$ cat src/rtl/smpq_pkg.sv
// Shared types and codes for the stable max-first priority queue.
package smpq_pkg;

  localparam int unsigned DataW   = 32;
  localparam int unsigned StatusW = 2;

  typedef enum logic {
    KIND_INSERT = 1'b0,
    KIND_POP    = 1'b1
  } kind_e;

  typedef enum logic [StatusW-1:0] {
    STATUS_OK        = 2'd0,
    STATUS_POP_EMPTY = 2'd1,
    STATUS_FULL      = 2'd2
  } status_e;

  // One stored pair and its occupancy flag.
  typedef struct packed {
    logic                    valid;
    logic signed [DataW-1:0] number;
    logic signed [DataW-1:0] prio;
  } entry_t;

  // Operation broadcast to every cell in the cycle an item is accepted.
  typedef struct packed {
    logic                    ins;
    logic                    pop;
    logic signed [DataW-1:0] number;
    logic signed [DataW-1:0] prio;
  } cmd_t;

endpackage

$ cat src/rtl/smpq_cell.sv
// One storage cell of the sorted shift chain.
module smpq_cell (
  input  logic              clk_i,
  input  logic              rst_ni,
  input  smpq_pkg::cmd_t    cmd_i,
  input  smpq_pkg::entry_t  left_i,
  input  logic              left_place_i,
  input  smpq_pkg::entry_t  right_i,
  output smpq_pkg::entry_t  entry_o,
  output logic              place_o
);

  logic                            valid_q, valid_d;
  logic signed [smpq_pkg::DataW-1:0] number_q, number_d;
  logic signed [smpq_pkg::DataW-1:0] prio_q, prio_d;

  // The new pair lands at or before this cell when the cell is empty or holds a
  // strictly lower priority; equal priorities keep the older pair first.
  assign place_o = !valid_q || (prio_q < cmd_i.prio);

  always_comb begin
    valid_d  = valid_q;
    number_d = number_q;
    prio_d   = prio_q;
    if (cmd_i.ins) begin
      if (place_o && !left_place_i) begin
        valid_d  = 1'b1;
        number_d = cmd_i.number;
        prio_d   = cmd_i.prio;
      end else if (place_o) begin
        valid_d  = left_i.valid;
        number_d = left_i.number;
        prio_d   = left_i.prio;
      end
    end else if (cmd_i.pop) begin
      valid_d  = right_i.valid;
      number_d = right_i.number;
      prio_d   = right_i.prio;
    end
  end

  always_ff @(posedge clk_i or negedge rst_ni) begin
    if (!rst_ni) begin
      valid_q <= 1'b0;
    end else begin
      valid_q <= valid_d;
    end
  end

  always_ff @(posedge clk_i) begin
    number_q <= number_d;
    prio_q   <= prio_d;
  end

  assign entry_o = '{valid: valid_q, number: number_q, prio: prio_q};

endmodule

$ cat config.mk
export PLATFORM = sky130hd
export DESIGN_NAME = smpq_cell
export DESIGN_NICKNAME = d
export VERILOG_FILES = /design/src/rtl/smpq_pkg.sv /design/src/rtl/smpq_cell.sv
export SDC_FILE = /design/constraint.sdc
export NUM_CORES = 1
export LEC_CHECK = 0
export BUFFER_PORTS_ARGS = -buffer_cell sky130_fd_sc_hd__buf_2
export CAP_MARGIN = 20
export CELL_PAD_IN_SITES_DETAIL_PLACEMENT = 1
export CELL_PAD_IN_SITES_GLOBAL_PLACEMENT = 2
export CORE_ASPECT_RATIO = 1.5
export CORE_UTILIZATION = 25
export CTS_BUF_LIST = sky130_fd_sc_hd__clkbuf_4
export DETAILED_ROUTE_END_ITERATION = 10
export GPL_TIMING_DRIVEN = 0
export MAX_ROUTING_LAYER = met4
export PLACE_DENSITY_LB_ADDON = 0.12
export RECOVER_POWER = 100
export REMOVE_ABC_BUFFERS = 1
export SLEW_MARGIN = 10
export SYNTH_ARGS = -nofsm -noshare
export SYNTH_HDL_FRONTEND = slang
export SYNTH_SLANG_ARGS = --single-unit
$ cat constraint.sdc
create_clock -name clk_i -period 5.88 [get_ports clk_i]
set_input_delay 0.882 -clock clk_i [delete_from_list [all_inputs] [get_ports clk_i]]
set_output_delay 0.882 -clock clk_i [all_outputs]
set_load 0.05 [all_outputs]
==> flow_summary.ini <==
[cells_and_area]
fillers = 2001
design_area_um2 = 5850
finalNetCount = 899
stdcell_count = 882
multi_input_area_um2 = 1950
ff_latch_area_um2 = 1950
drive_gt1_share_pct = 32.3
area_growth_pct = 38.3

[placed_design]
dp_cells = 864
numPortBuffers = 264
pre_cts_slack_ns = 1.69
gp_congestion = 0.718
hpwl_um = 11300
dpl_cell_area_um2 = 5820

[timing]
drv_slew = 12
worst_pin_slew_ns = 1.82
setup_ws_ns = 1.26
min_period_over_period_pct = 78.6
relSlewSlack_pct = -21.3
grt_setup_unrepaired = no
setup-violations-final = 0
final_hold_viol_count = 0
min_period_ns = 4.62
max_freq_ghz = 0.216
fin_skew_ns = 0.0244

[job]
maxCapViolations = 1

[route]
routedWlPerCell_um = 15.4
vias = 3956
dr.pass1.iters = 5
final_antenna_net_count = 0
viasPerCell = 4.49
wl_um = 13600
drt_iter0_drc = 103
drc_errors = 0

[synthesis]
ys_ff_latch = 65
syn_area_per_cell_um2 = 10.4
synth_cells = 405
yosys.cell_count.top_type = a21oi_1
synth_edf_count = 64
synth_top_cell_area_share_pct = 45.4
ys_warn_count = 0
synthesis.area_um2 = 4230
synth_cell_type_count = 35
synth.top_cells.by_area = edfxtp_1, mux2i_1, ha_1
ys_seq_area_share_pct = 46.0
ys.flop_type = edfxtp_1
synthArstFlopShare_pct = 1.54
yosys-top-cells-count = a21oi_1, nor2_1, edfxtp_1, mux2i_1, inv_1
synth_top_cell_by_area = edfxtp_1

[critical_path]
crit_type = input pin to flop
cp.arrival_ns = 4.77
crit_path_max_incr_delay_ns = 0.61
worst_setup_path_end_kind = flop
path_common_cell = clkbuf_1
path_max_fanout = 9
worstPathRequired_ns = 6.03
slowest_stage = a2111oi_4
path_cells = clkbuf_1, inv_1, ha_1, nand4_1, nor3_1, a221oi_1, a21boi_0, a2111oi_4, clkbuf_1, clkbuf_1, clkbuf_1, mux2i_1, a21oi_1
start_kind = input pin

[floorplanning]
start_util_pct = 25.8
rows = 57
pin_count = 265
core_um2 = 16400
die-area_um2 = 17500
fp.dieH_um = 161
die_w_um = 108

[clock_tree]
cts_buffers = 9
clk_path_buf_depth = 2
cts_resized = 0
root_buffer = clkbuf_4
cts_setup_buffers = 0
clock-sinks = 65
clock_latency_ns = 0.42
cts.hold.buffers_added = 0
clkTransAtPathRegs_ns = 0.12
h-tree-depth = 3
cts_tree = yes

[power_and_ir_drop]
p_per_area_nw_per_um2 = 288
leakage_nw = 2.69
vdd.ir_drop.worst_v = 0.000109

[global_routing]
antenna_found_initial = 2
grt_pass1_vias = 4187
grt_pass1_wl_um = 20700
overflow = 0
grt_start_max_net_pins = 81
grt_use_total_pct = 16.2

[run_status]
status = finished, violations left
failed_checks = capacitance limit, slew limit

[min_path]
hp-class = input pin to asynchronous set/reset pin
==> state kept, by name, indices dropped and copies added, names as in the netlist <==
| register | cells |
|---|---|
| valid_q | 1 |
| number_q | 32 |
| prio_q | 32 |
==> cell type report <==
| type | instances | share of cell area [%] |
|---|---|---|
| multi-input combinational | 282 | 33.4 |
| tap | 206 | 4.41 |
| timing repair buffer | 276 | 23.7 |
| clock buffer | 10 | 1.28 |
| clock inverter | 6 | 1.58 |
| sequential | 65 | 33.3 |
| antenna | 2 | 0.0856 |
| inverter | 35 | 2.25 |
==> worst paths after layout <==
path,start,endpoint,slack [ns],cells after the start
setup / recovery,cmd_i[31],number_q[11]$_DFFE_PP_,1.26,13
hold / removal,rst_ni,valid_q$_DFFE_PN0P_,0.21,1
setup reg to reg,prio_q[19]$_DFFE_PP_,number_q[11]$_DFFE_PP_,1.44,11
hold reg to reg,valid_q$_DFFE_PN0P_,valid_q$_DFFE_PN0P_,0.80,3
max in group asynchronous,rst_ni,valid_q$_DFFE_PN0P_,5.59,1
min in group clk_i,left_i[64],valid_q$_DFFE_PN0P_,0.71,2
==> where the power goes <==
group          switching (W)  total (W)  internal, W  leakage, nW
clock network       0.000188   0.000366     0.000178       0.0828
registers          0.0000284   0.000630     0.000601        0.638
logic               0.000475   0.000690     0.000215         1.97
total               0.000691    0.00169     0.000995         2.69
==> layout by cell type, fill, tap and decap left out, types with 4 or more instances in the layout <==
master      n
clkbuf_4   10
ha_1       31
mux2i_1    64
o21ai_0     6
a21oi_1    76
buf_2     195
nor2_1     68
nand2_1    10
clkbuf_1   75
inv_1      35
buf_16      4
edfxtp_1   64
nand4_1     5
==> per-layer routing <==
| layer | track usage [%] | routed length (um) | vias up |
|---|---|---|---|
| li1 | - | - | 1995 |
| met1 | 16.5 | 5090 | 1787 |
| met2 | 29.4 | 7280 | 166 |
| met3 | 4.60 | 1090 | 8 |
| met4 | 4.67 | 145 | 0 |
| met5 | - | 0 | - |
==> metrics by stage <==
step | total power, W | utilization, % | hold WS [ns] | setup TNS [ns]
2_1_floorplan | 0.00113 | - | 0.586 | -4.98
3_3_place_gp | 0.00136 | 34.2 | 0.659 | -267.14
3_5_place_dp | 0.00138 | 35.5 | 0.660 | 0
4_1_cts | 0.00176 | 36.5 | 0.163 | 0
5_1_grt | 0.00179 | 35.6 | 0.154 | 0
6_report | 0.00169 | 35.6 | 0.212 | 0
==> critical path, delay by kind of cell <==
kind | cells | cell delay, ns
AND/OR/NAND/NOR | 2 | 0.29
adder cells (fa/ha/maj) | 1 | 0.35
AO/OA/AOI/OAI | 4 | 1.32
buffers and inverters | 5 | 1.68
multiplexers | 1 | 0.25
==> logic make-up (layout without fill, tap and decap cells) <==
family | after synthesis | count (layout) | synth area share (%)
other | 0 | 2 | 0
multiplexers | 64 | 64 | 15.1
buffers and inverters | 58 | 327 | 7.81
AO/OA/AOI/OAI | 95 | 95 | 12.8
flip-flops | 65 | 65 | 46.0
AND/OR/NAND/NOR | 92 | 92 | 9.08
adder cells (fa/ha/maj) | 31 | 31 | 9.17
Note: power is estimated with default switching activity, not from simulation.
